--- config.mk ---
export PLATFORM = sky130hd
export DESIGN_NAME = keyboard_scan_queue_controller_top
export DESIGN_NICKNAME = d
export VERILOG_FILES = /design/src/rtl/ksq_pkg.sv /design/src/rtl/keyboard_scan_queue_controller_top.sv /design/src/rtl/ksq_ram.sv /design/src/rtl/ksq_front.sv /design/src/rtl/ksq_back.sv
export VERILOG_INCLUDE_DIRS = /design/src /design/src/rtl
export SDC_FILE = /design/constraint.sdc
export NUM_CORES = 1
export LEC_CHECK = 0
export ABC_AREA = 1
export BUFFER_PORTS_ARGS = -buffer_cell sky130_fd_sc_hd__buf_2
export CAP_MARGIN = 20
export CORE_ASPECT_RATIO = 0.7
export CORE_UTILIZATION = 61
export DETAILED_ROUTE_END_ITERATION = 10
export PLACE_DENSITY = 0.79
export REMOVE_ABC_BUFFERS = 1
export SLEW_MARGIN = 25
export SYNTH_ARGS = -nofsm -noshare
export SYNTH_HDL_FRONTEND = slang
export SYNTH_HIERARCHICAL = 1
export SYNTH_SLANG_ARGS = --single-unit
--- constraint.sdc ---
create_clock -name clock -period 7.31 [get_ports clock]
set_input_delay 1.0965 -clock clock [delete_from_list [all_inputs] [get_ports clock]]
set_output_delay 1.0965 -clock clock [all_outputs]
set_load 0.03 [all_outputs]
--- src/rtl/keyboard_scan_queue_controller_top_macros.svh ---
// Assertion macros shared by the keyboard scan queue controller RTL.
`ifndef KEYBOARD_SCAN_QUEUE_CONTROLLER_TOP_MACROS_SVH
`define KEYBOARD_SCAN_QUEUE_CONTROLLER_TOP_MACROS_SVH

`ifndef NO_ASSERTIONS

// same-cycle implication
`define KSQ_ASSERT_IMP(label, clk, rst, ante, cons, msg) \
   label: assert property (@(posedge clk) disable iff (rst) (ante) |-> (cons)) \
      else $error(msg);

// next-cycle implication
`define KSQ_ASSERT_NXT(label, clk, rst, ante, cons, msg) \
   label: assert property (@(posedge clk) disable iff (rst) (ante) |=> (cons)) \
      else $error(msg);

`else

`define KSQ_ASSERT_IMP(label, clk, rst, ante, cons, msg)
`define KSQ_ASSERT_NXT(label, clk, rst, ante, cons, msg)

`endif

`endif

--- src/rtl/ksq_pkg.sv ---
// Shared types, constants and helper functions for the keyboard scan queue controller.
package ksq_pkg;

   // defaults for the top-level parameters
   localparam int QUEUE_DEPTH_DEF = 32;
   localparam int KEY_BANKS_DEF   = 3;

   // field widths
   localparam int KEY_W      = 32;
   localparam int BIT_W      = 5;
   localparam int BANK_SEL_W = 2;
   localparam int CODE_W     = 8;
   localparam int FILL_W     = 6;
   localparam int LEVEL_W    = 3;
   localparam int MODE_W     = 2;

   // stream widths
   localparam int REQ_DATA_W = 104;
   localparam int REQ_USER_W = MODE_W;
   localparam int RSP_DATA_W = 24;
   localparam int RSP_PAD_W  = RSP_DATA_W - FILL_W - LEVEL_W - CODE_W;

   // code and status bytes
   localparam logic [CODE_W-1:0] STATUS_READY = 8'h98;
   localparam logic [CODE_W-1:0] STATUS_IDLE  = 8'h10;
   localparam logic [CODE_W-1:0] DATA_NONE    = 8'h00;

   // interrupt levels
   localparam logic [LEVEL_W-1:0] LEVEL_KEY   = 3'd6;
   localparam logic [LEVEL_W-1:0] LEVEL_TIMER = 3'd5;
   localparam logic [LEVEL_W-1:0] LEVEL_NONE  = 3'd0;

   // bank selectors for the fixed input words
   localparam logic [BANK_SEL_W-1:0] BANK_ZERO = 2'd0;
   localparam logic [BANK_SEL_W-1:0] BANK_ONE  = 2'd1;
   localparam logic [BANK_SEL_W-1:0] BANK_TWO  = 2'd2;

   // request kinds, encoded as the mode field
   typedef enum logic [MODE_W-1:0] {
      KIND_POLL   = 2'd0,
      KIND_READ   = 2'd1,
      KIND_STATUS = 2'd2,
      KIND_NONE   = 2'd3
   } kind_type;

   // classified command passed from the front to the back
   typedef struct packed {
      kind_type          kind;
      logic              timer_irq;
      logic [KEY_W-1:0]  bank_two;
      logic [KEY_W-1:0]  bank_one;
      logic [KEY_W-1:0]  bank_zero;
   } cmd_type;

   // result transaction layout, lowest field last
   typedef struct packed {
      logic [RSP_PAD_W-1:0] pad;
      logic [FILL_W-1:0]    queue_fill;
      logic [LEVEL_W-1:0]   irq_level;
      logic [CODE_W-1:0]    read_data;
   } rsp_type;

   // status of the back end, seen by the top level
   typedef struct packed {
      logic key_irq;
      logic queue_empty;
   } stat_type;

   // index of the lowest set bit, zero when none is set
   function automatic logic [BIT_W-1:0] first_set(input logic [KEY_W-1:0] word);
      logic [BIT_W-1:0] idx;
      idx = '0;
      for (int i = KEY_W - 1; i >= 0; i--) begin
         if (word[i]) begin
            idx = BIT_W'(i);
         end
      end
      return idx;
   endfunction

endpackage

--- src/rtl/keyboard_scan_queue_controller_top.sv ---
// Top level of the keyboard scan queue controller: front end, back end and checks.
// Keyboard scan queue controller. Each request transaction is a key-matrix poll,
// a data read that pops the oldest key code, or a status read; each one gives
// exactly one response transaction carrying the read byte, the CPU interrupt
// level (key 6 over timer 5) and the number of queued codes. A two-entry
// command queue takes requests while the back end works, and the response sits
// in an output register. Path per request in the back end: a status read or
// unused mode goes straight to the done state, a data read passes through the
// pop state (registered read of the code RAM) unless the queue is empty, and a
// poll scans the banks in order: the scan records one change per cycle with a
// find-first over the current bank and moves to the next bank when no change
// is left; a poll that fills the queue ends early. A held response keeps the
// back end in the done state, so the next request waits until it is taken.
`include "keyboard_scan_queue_controller_top_macros.svh"

module keyboard_scan_queue_controller_top #(
   parameter int QUEUE_DEPTH = ksq_pkg::QUEUE_DEPTH_DEF,
   parameter int KEY_BANKS   = ksq_pkg::KEY_BANKS_DEF
) (
   input  logic                           clock,
   input  logic                           reset,
   input  logic                           req_tvalid,
   output logic                           req_tready,
   // key_bank_zero [31:0], key_bank_one [63:32], key_bank_two [95:64],
   // timer_irq [96], zero fill [103:97]
   input  logic [ksq_pkg::REQ_DATA_W-1:0] req_tdata,
   // mode [1:0]
   input  logic [ksq_pkg::REQ_USER_W-1:0] req_tuser,
   output logic                           rsp_tvalid,
   input  logic                           rsp_tready,
   // read_data [7:0], irq_level [10:8], queue_fill [16:11], zero fill [23:17]
   output logic [ksq_pkg::RSP_DATA_W-1:0] rsp_tdata
);

   import ksq_pkg::*;

   logic     cmd_valid;
   logic     cmd_ready;
   cmd_type  cmd;
   stat_type stat;
   rsp_type  rsp_view;

   // request intake and command queue
   ksq_front u_front (
      .clock     (clock),
      .reset     (reset),
      .req_tvalid(req_tvalid),
      .req_tready(req_tready),
      .req_tdata (req_tdata),
      .req_tuser (req_tuser),
      .cmd_valid (cmd_valid),
      .cmd_ready (cmd_ready),
      .cmd       (cmd)
   );

   // execution and response register
   ksq_back #(
      .QUEUE_DEPTH(QUEUE_DEPTH),
      .KEY_BANKS  (KEY_BANKS)
   ) u_back (
      .clock     (clock),
      .reset     (reset),
      .cmd_valid (cmd_valid),
      .cmd_ready (cmd_ready),
      .cmd       (cmd),
      .rsp_tvalid(rsp_tvalid),
      .rsp_tready(rsp_tready),
      .rsp_tdata (rsp_tdata),
      .stat      (stat)
   );

   assign rsp_view = rsp_tdata;

   // checks
   `KSQ_ASSERT_IMP(a_irq_needs_codes, clock, reset, stat.key_irq, !stat.queue_empty,
                   "key interrupt set with an empty code queue")
   `KSQ_ASSERT_NXT(a_cmd_held, clock, reset, cmd_valid && !cmd_ready, cmd_valid,
                   "queued command dropped before the back end took it")
   `KSQ_ASSERT_IMP(a_level_legal, clock, reset, rsp_tvalid,
                   rsp_view.irq_level == LEVEL_NONE || rsp_view.irq_level == LEVEL_TIMER ||
                   rsp_view.irq_level == LEVEL_KEY,
                   "response carries an interrupt level that no source drives")

endmodule

--- src/rtl/ksq_ram.sv ---
// Generic single-write, single-read RAM with registered read data.
module ksq_ram #(
   parameter int WIDTH = 8,
   parameter int DEPTH = 32
) (
   input  logic                     clock,
   input  logic                     wr_en,
   input  logic [$clog2(DEPTH)-1:0] wr_addr,
   input  logic [WIDTH-1:0]         wr_data,
   input  logic                     rd_en,
   input  logic [$clog2(DEPTH)-1:0] rd_addr,
   output logic [WIDTH-1:0]         rd_data
);

   logic [WIDTH-1:0] mem_ff [DEPTH];
   logic [WIDTH-1:0] rd_data_ff;

   // write port
   always_ff @(posedge clock) begin
      if (wr_en) begin
         mem_ff[wr_addr] <= wr_data;
      end
   end

   // registered read port
   always_ff @(posedge clock) begin
      if (rd_en) begin
         rd_data_ff <= mem_ff[rd_addr];
      end
   end

   assign rd_data = rd_data_ff;

endmodule

--- src/rtl/ksq_front.sv ---
// Front end: accepts request transactions, classifies them and queues commands.
module ksq_front (
   input  logic                         clock,
   input  logic                         reset,
   input  logic                         req_tvalid,
   output logic                         req_tready,
   input  logic [ksq_pkg::REQ_DATA_W-1:0] req_tdata,
   input  logic [ksq_pkg::REQ_USER_W-1:0] req_tuser,
   output logic                         cmd_valid,
   input  logic                         cmd_ready,
   output ksq_pkg::cmd_type             cmd
);

   import ksq_pkg::*;

   localparam int CMD_DEPTH = 2;
   localparam int PTR_W     = $clog2(CMD_DEPTH);
   localparam int CNT_W     = $clog2(CMD_DEPTH + 1);

   cmd_type          entry_ff [CMD_DEPTH];
   logic [PTR_W-1:0] wr_ptr_ff, wr_ptr_in;
   logic [PTR_W-1:0] rd_ptr_ff, rd_ptr_in;
   logic [CNT_W-1:0] fill_ff, fill_in;
   cmd_type          new_cmd;
   logic             push, pop;

   // classify the incoming transaction
   always_comb begin
      new_cmd           = '0;
      new_cmd.bank_zero = req_tdata[KEY_W-1:0];
      new_cmd.bank_one  = req_tdata[2*KEY_W-1:KEY_W];
      new_cmd.bank_two  = req_tdata[3*KEY_W-1:2*KEY_W];
      new_cmd.timer_irq = req_tdata[3*KEY_W];
      unique case (req_tuser[MODE_W-1:0])
         KIND_POLL:   new_cmd.kind = KIND_POLL;
         KIND_READ:   new_cmd.kind = KIND_READ;
         KIND_STATUS: new_cmd.kind = KIND_STATUS;
         default:     new_cmd.kind = KIND_NONE;
      endcase
   end

   // command queue control
   assign req_tready = (fill_ff != CNT_W'(CMD_DEPTH));
   assign cmd_valid  = (fill_ff != '0);
   assign cmd        = entry_ff[rd_ptr_ff];
   assign push       = req_tvalid & req_tready;
   assign pop        = cmd_valid & cmd_ready;

   always_comb begin
      wr_ptr_in = push ? wr_ptr_ff + PTR_W'(1) : wr_ptr_ff;
      rd_ptr_in = pop  ? rd_ptr_ff + PTR_W'(1) : rd_ptr_ff;
      fill_in   = fill_ff;
      if (push && !pop) begin
         fill_in = fill_ff + CNT_W'(1);
      end else if (pop && !push) begin
         fill_in = fill_ff - CNT_W'(1);
      end
   end

   always_ff @(posedge clock) begin
      if (reset) begin
         wr_ptr_ff <= '0;
         rd_ptr_ff <= '0;
         fill_ff   <= '0;
      end else begin
         wr_ptr_ff <= wr_ptr_in;
         rd_ptr_ff <= rd_ptr_in;
         fill_ff   <= fill_in;
      end
   end

   // queue storage
   always_ff @(posedge clock) begin
      if (push) begin
         entry_ff[wr_ptr_ff] <= new_cmd;
      end
   end

endmodule

--- src/rtl/ksq_back.sv ---
// Back end: runs key scans, code queue pops and status reads; holds the result register.
module ksq_back #(
   parameter int QUEUE_DEPTH = ksq_pkg::QUEUE_DEPTH_DEF,
   parameter int KEY_BANKS   = ksq_pkg::KEY_BANKS_DEF
) (
   input  logic                           clock,
   input  logic                           reset,
   input  logic                           cmd_valid,
   output logic                           cmd_ready,
   input  ksq_pkg::cmd_type               cmd,
   output logic                           rsp_tvalid,
   input  logic                           rsp_tready,
   output logic [ksq_pkg::RSP_DATA_W-1:0] rsp_tdata,
   output ksq_pkg::stat_type              stat
);

   import ksq_pkg::*;

   localparam int ADDR_W = $clog2(QUEUE_DEPTH);
   localparam int CNT_W  = $clog2(QUEUE_DEPTH + 1);
   localparam int BANK_W = (KEY_BANKS > 1) ? $clog2(KEY_BANKS) : 1;

   typedef enum logic [3:0] {
      ST_IDLE = 4'b0001,
      ST_SCAN = 4'b0010,
      ST_POP  = 4'b0100,
      ST_DONE = 4'b1000
   } state_type;

   state_type         state_ff, state_in;
   cmd_type           cur_ff, cur_in;
   logic [BANK_W-1:0] bank_ff, bank_in;
   logic [ADDR_W-1:0] head_ff, head_in;
   logic [ADDR_W-1:0] tail_ff, tail_in;
   logic [CNT_W-1:0]  count_ff, count_in;
   logic              irq_ff, irq_in;
   logic [KEY_W-1:0]  saved_ff [KEY_BANKS];
   logic [KEY_W-1:0]  saved_in [KEY_BANKS];
   logic [CODE_W-1:0] data_ff, data_in;
   logic              rsp_valid_ff, rsp_valid_in;
   rsp_type           rsp_ff, rsp_in;

   logic [BANK_SEL_W-1:0] bank_sel;
   logic [KEY_W-1:0]      now_word;
   logic [KEY_W-1:0]      diff;
   logic [BIT_W-1:0]      bit_idx;
   logic [CODE_W-1:0]     code;
   logic                  full;
   logic                  last_bank;
   logic                  push_code;
   logic                  rd_en;
   logic [CODE_W-1:0]     rd_data;
   logic                  rsp_load;

   // current bank word and its changes against the saved state
   assign bank_sel = BANK_SEL_W'(bank_ff);

   always_comb begin
      unique case (bank_sel)
         BANK_ZERO: now_word = cur_ff.bank_zero;
         BANK_ONE:  now_word = cur_ff.bank_one;
         BANK_TWO:  now_word = cur_ff.bank_two;
         default:   now_word = '0;  // fourth bank has no input and reads released
      endcase
   end

   assign diff      = now_word ^ saved_ff[bank_ff];
   assign bit_idx   = first_set(diff);
   assign code      = {now_word[bit_idx], bank_sel, bit_idx};
   assign full      = (count_ff == CNT_W'(QUEUE_DEPTH));
   assign last_bank = (bank_ff == BANK_W'(KEY_BANKS - 1));
   assign push_code = (state_ff == ST_SCAN) && !full && (diff != '0);
   assign rsp_load  = (state_ff == ST_DONE) && (!rsp_valid_ff || rsp_tready);
   assign cmd_ready = (state_ff == ST_IDLE);
   assign rd_en     = cmd_ready && cmd_valid && (cmd.kind == KIND_READ) && (count_ff != '0);

   // code queue storage
   ksq_ram #(
      .WIDTH(CODE_W),
      .DEPTH(QUEUE_DEPTH)
   ) u_code_ram (
      .clock  (clock),
      .wr_en  (push_code),
      .wr_addr(tail_ff),
      .wr_data(code),
      .rd_en  (rd_en),
      .rd_addr(head_ff),
      .rd_data(rd_data)
   );

   // sequencer
   always_comb begin
      state_in = state_ff;
      cur_in   = cur_ff;
      bank_in  = bank_ff;
      head_in  = head_ff;
      tail_in  = tail_ff;
      count_in = count_ff;
      irq_in   = irq_ff;
      data_in  = data_ff;
      for (int b = 0; b < KEY_BANKS; b++) begin
         saved_in[b] = saved_ff[b];
      end

      unique case (state_ff)
         ST_IDLE: begin
            if (cmd_valid) begin
               cur_in  = cmd;
               data_in = DATA_NONE;
               unique case (cmd.kind)
                  KIND_POLL: begin
                     bank_in  = '0;
                     state_in = ST_SCAN;
                  end
                  KIND_READ: begin
                     if (count_ff != '0) begin
                        state_in = ST_POP;
                     end else begin
                        irq_in   = 1'b0;  // empty read drops the key interrupt
                        state_in = ST_DONE;
                     end
                  end
                  KIND_STATUS: begin
                     data_in  = (count_ff != '0) ? STATUS_READY : STATUS_IDLE;
                     state_in = ST_DONE;
                  end
                  default: begin
                     state_in = ST_DONE;
                  end
               endcase
            end
         end

         ST_SCAN: begin
            if (full) begin
               state_in = ST_DONE;
            end else if (diff != '0) begin
               // record one change per cycle
               saved_in[bank_ff][bit_idx] = now_word[bit_idx];
               irq_in   = 1'b1;
               count_in = count_ff + CNT_W'(1);
               tail_in  = (tail_ff == ADDR_W'(QUEUE_DEPTH - 1)) ? '0 : tail_ff + ADDR_W'(1);
            end else if (last_bank) begin
               state_in = ST_DONE;
            end else begin
               bank_in = bank_ff + BANK_W'(1);
            end
         end

         ST_POP: begin
            data_in  = rd_data;
            count_in = count_ff - CNT_W'(1);
            head_in  = (head_ff == ADDR_W'(QUEUE_DEPTH - 1)) ? '0 : head_ff + ADDR_W'(1);
            if (count_ff == CNT_W'(1)) begin
               irq_in = 1'b0;
            end
            state_in = ST_DONE;
         end

         ST_DONE: begin
            if (rsp_load) begin
               state_in = ST_IDLE;
            end
         end

         default: begin
            state_in = ST_IDLE;
         end
      endcase
   end

   // result register
   always_comb begin
      rsp_valid_in = rsp_valid_ff;
      rsp_in       = rsp_ff;
      if (rsp_tready) begin
         rsp_valid_in = 1'b0;
      end
      if (rsp_load) begin
         rsp_valid_in      = 1'b1;
         rsp_in.pad        = '0;
         rsp_in.read_data  = data_ff;
         rsp_in.queue_fill = FILL_W'(count_ff);
         if (irq_ff) begin
            rsp_in.irq_level = LEVEL_KEY;
         end else if (cur_ff.timer_irq) begin
            rsp_in.irq_level = LEVEL_TIMER;
         end else begin
            rsp_in.irq_level = LEVEL_NONE;
         end
      end
   end

   // control state
   always_ff @(posedge clock) begin
      if (reset) begin
         state_ff     <= ST_IDLE;
         bank_ff      <= '0;
         head_ff      <= '0;
         tail_ff      <= '0;
         count_ff     <= '0;
         irq_ff       <= 1'b0;
         rsp_valid_ff <= 1'b0;
         for (int b = 0; b < KEY_BANKS; b++) begin
            saved_ff[b] <= '0;
         end
      end else begin
         state_ff     <= state_in;
         bank_ff      <= bank_in;
         head_ff      <= head_in;
         tail_ff      <= tail_in;
         count_ff     <= count_in;
         irq_ff       <= irq_in;
         rsp_valid_ff <= rsp_valid_in;
         for (int b = 0; b < KEY_BANKS; b++) begin
            saved_ff[b] <= saved_in[b];
         end
      end
   end

   // payload registers
   always_ff @(posedge clock) begin
      cur_ff  <= cur_in;
      data_ff <= data_in;
      rsp_ff  <= rsp_in;
   end

   assign rsp_tvalid       = rsp_valid_ff;
   assign rsp_tdata        = rsp_ff;
   assign stat.key_irq     = irq_ff;
   assign stat.queue_empty = (count_ff == '0);

endmodule
[After elaboration in Yosys (flattened, before gate mapping)]
Memories as Yosys holds them, arrays and structs flattened. A register that Yosys moved wholly into a read port is not among the register bits.
Index checks and enable logic that the tools add are counted.
W data, S select, Z words.
Operators by class
  muxes and demuxes: 93
  bitwise gates (word level): 8
  reduce and logical (&&, ||, !) cells: 34
  order comparisons: 4
  add/subtract/negate cells: 9
  equal/unequal tests: 27
Operators with widths (number)
  $mux W96: 3
  $mux W5: 34
  $mux W32: 4
  $bwmux W96: 1
  $pmux W32 S3: 1
  $demux W32 S2: 1
  $reduce_bool A32 Y1: 1
  $xor A32 B32 Y32: 1
  $mux W4: 6
  $mux W8: 3
  $mux W1: 19
  $mux W2: 9
  $ne A2 B2 Y1 const B: 8
  $pmux W4 S4: 1
  $pmux W8 S2: 1
  $mux W6: 2
  $pmux W6 S2: 1
  $reduce_bool A2 Y1: 6
  $add A5 B1 Y5 const B: 2
  $eq A5 B5 Y1 const B: 2
  $logic_and A1 B1 Y1: 10
  $pmux W4 S2: 1
  $reduce_and A7 Y1: 1
  $add A6 B1 Y6 const B: 1
  38 further kinds: 56
Word-level totals
  memories: 3
  bits of input ports: 110
  RAM bits: 550
  word-level logic and storage cells: 196
  bits in registers: 150
Memories
  u_back.u_code_ram.mem_ff: words 32, bits a word 8, read ports 1, clocked after Yosys merged registers in 1, write ports 1, RTL line ksq_ram.sv:15  | logic [WIDTH-1:0] mem_ff [DEPTH];
  u_front.entry_ff: words 2, bits a word 99, read ports 1, clocked after Yosys merged registers in 1, write ports 1, RTL line ksq_front.sv:20  | cmd_type entry_ff [CMD_DEPTH];
  u_back.saved_ff: words 3, bits a word 32, read ports 4, clocked after Yosys merged registers in 1, write ports 3, RTL line ksq_back.sv:37  | logic [KEY_W-1:0] saved_ff [KEY_BANKS];

[Longest topological paths before layout]
  depth in word-level cells: 46
  mapped depth: 51
  depth with buffers taken out: 49

[Modules after synthesis]
Netlist, hierarchy kept.
By module, submodules not included
  ksq_back: sequential area each 6105.9 um^2, cells each 1692, instances 1, area an instance 12639.6 um^2
  ksq_ram: sequential area each 7927.6 um^2, cells each 922, instances 1, area an instance 10866.7 um^2
  ksq_front: sequential area each 6045.8 um^2, cells each 347, instances 1, area an instance 7418.4 um^2

[Worst setup path after synthesis]
Ideal clock, no wire load.
  kind: input to register
  start point: input port req_tvalid
  end point: memory u_front/entry_ff[0][0] (netlist bit) (enable)
  arrival: 5322 ps
  required time: 6752 ps
  path buffers: 0
  stages on the path: 2
  library setup time: 558 ps
  slack: 1430 ps
  cells stage by stage: nand2_1 nor2_1
Between the ends
  cells in the longest elaborated chain, start to end: 3
Ends and longest elaborated chain
  start: declaration: RTL line keyboard_scan_queue_controller_top.sv:22  | input logic req_tvalid,
  $and A1 B1 Y1: RTL line ksq_front.sv:46  | assign push = req_tvalid & req_tready;
  $mux W1: RTL line ksq_front.sv:74  | if (push) begin
  $mux W1 (not written as such): RTL line ksq_front.sv:75  | entry_ff[wr_ptr_ff] <= new_cmd;
  end: declaration: RTL line ksq_front.sv:20
Every way passes these cells.

==> impl_metrics.csv <==
group,metric,value,unit
status,status,"complete, no violations",
clock_network,holdBufCountCts,0,
clock_network,cts_buffers,67,
synthesis,syn_avg_cell_area,10.4,µm²
route,via_per_inst,5.82,
final_layout,num-nets-final,3182,
power,p_leak,0.0136,µW
global_route,grt_pass1_wl,115000,µm
clock_network,h-tree-depth,3,
worst_setup_path,crit_slowest_cell,"buf_6",
worst_setup_path,cp.arrival,7200,ps
global_route,grt-ovfl-total,0,
clock_network,clk_pin_slew,70,ps
timing,fin_ws,610,ps
power,max-vdd-ir-drop,0.281,mV
route,wl_per_cell,19.9,µm
route,drt-pass1-iter-count,7,
route,drcViolationCount,0,
place,numPortBuffers,121,
clock_network,cts_tree,"yes",
worst_setup_path,worstSetupPathType,"reg2reg",
place,dp_hpwl,47500,µm
timing,min_period_over_period,91.7,%
synthesis,synthCells,2960,
place,gp_congestion,0.915,
place,dp_cells,3656,
worst_setup_path,end_kind,"register",
place,dp_slack,616,ps
worst_setup_path,crit_top_cell,"nand2_1",
route,ant_nets,0,
floorplan,start_util,62.2,%
final_layout,stdcell_count,3776,
clock_network,cts_root_buf,"clkbuf_16",
final_layout,final_common_cell,"nand2_1",
clock_network,cts_setup_buffers,0,
final_layout,drive_gt1_share,12.5,%
worst_setup_path,max_stage_delay,540,ps
final_layout,utilization,68.6,%
floorplan,design.core.area,49700,µm²
global_route,grt_pass1_vias,21213,
final_layout,final_cell_mix,"796 x nand2_1, 584 x edfxtp_1, 367 x nand3_1",
worst_setup_path,required,7810,ps
floorplan,die_width,271,µm
power,power.density,316,nW/µm²
worst_setup_path,crit_fanout,72,
timing,tightestPinTransition,1160,ps
timing,setup_viol,0,
worst_setup_path,critPathLaunchType,"register",
clock_network,cts.sinks,711,
global_route,grt_antenna_before_repair,1,
timing,relSlewSlack,22.0,%
route,wirelength,75000,µm
synthesis,yosysWarnings,6,
final_layout,fillCellCount,3445,
timing,fmax,149,MHz
global_route,grt_max_degree,89,
timing,skew,35.8,ps
timing,setup-tns-final,0,ps
timing,report.final.hold_viol_count,0,
floorplan,die_height,190,µm
synthesis,syn_area,30900,µm²
route,drtIter0Drc,2752,
floorplan,row_count,68,
clock_network,cts_max_path_buffers,3,
timing,post-route-min-period,6700,ps
timing,grt_setup_unrepaired,"no",
flow_run,drv_cap,0,
global_route,grt_use_total,29.2,%
min_path,hold_class,"reg2reg",
route,vias,21995,
timing,slew_violations,0,
clock_network,clk_latency,630,ps
final_layout,diodes,0,
floorplan,pin_count,136,
final_layout,syn2layout_area_growth,10.2,%
floorplan,die_area,51600,µm²
## critical path: cells and delay by family (launching register included)
family                     cells  cell delay [ps]
adders and majority gates      1              490
DFF                            1              380
and+or+nand+nor               44             4400
buffers and inverters          5             1260
## through the flow
stage,hold WS (ps),total power [µW],area [µm²]
4_1_cts,423,10700,34100
3_3_place_gp,412,7210,31800
6_report,422,10700,34100
5_1_grt,430,11100,34100
2_1_floorplan,400,6650,30000
3_5_place_dp,408,7280,31800
## final timing paths
kind	cells past startpoint	slack, ps	end	start
max	50	610	u_back/saved_ff[0][16]	u_back/bank_ff[0]
min	0	420	u_back/rsp_tdata[6]	u_back/data_ff[6]
max reg2reg	50	610	u_back/saved_ff[0][16]	u_back/bank_ff[0]
min reg2reg	0	420	u_back/rsp_tdata[6]	u_back/data_ff[6]
## registers in the layout (all words and copies together) (netlist names), named ones only
signal                     flops
u_back/u_code_ram/mem_ff     256
u_back/rsp_tdata              17
u_back/count_ff                6
u_front/rd_ptr_ff              1
u_back/irq_ff                  1
u_back/state_ff                4
u_back/rsp_tvalid              1
u_back/bank_ff                 2
u_front/wr_ptr_ff              1
u_back/head_ff                 5
u_back/data_ff                 8
u_front/fill_ff                2
u_front/entry_ff             198
u_back/u_code_ram/rd_data      8
u_back/saved_ff               96
u_back/cur_ff                 97
u_back/tail_ff                 5
## area by class of cell
class,count,area [µm²],share of cell area (%)
Clock buffer,86,1800,5.28
Clock inverter,34,420,1.23
Inverter,289,1090,3.19
Multi-Input combinational cell,1824,8880,26.1
Sequential cell,711,20100,59.0
Tap cell,665,832,2.44
Timing Repair Buffer,167,962,2.82
## power by group
group,switching (µW),internal (µW)
Clock,1540,1950
Combinational,1470,569
Sequential,134,5090
Total,3140,7610
## what timing repair did
| item | in CTS | in global routing |
|---|---|---|
| setup endpoints to repair | 0 | 72 |
| hold endpoints to repair | 0 | 0 |
| resized for setup | 0 | 2 |
## metal layers
layer	up-vias	global-route usage, %	wire length (µm)
met5	-	0	13
met4	2	9.58	2040
met3	165	6.55	8350
met2	1237	43.8	33000
met1	10524	42.6	31500
li1	10067	-	-
No activity file was read; power rests on OpenSTA's default activity.
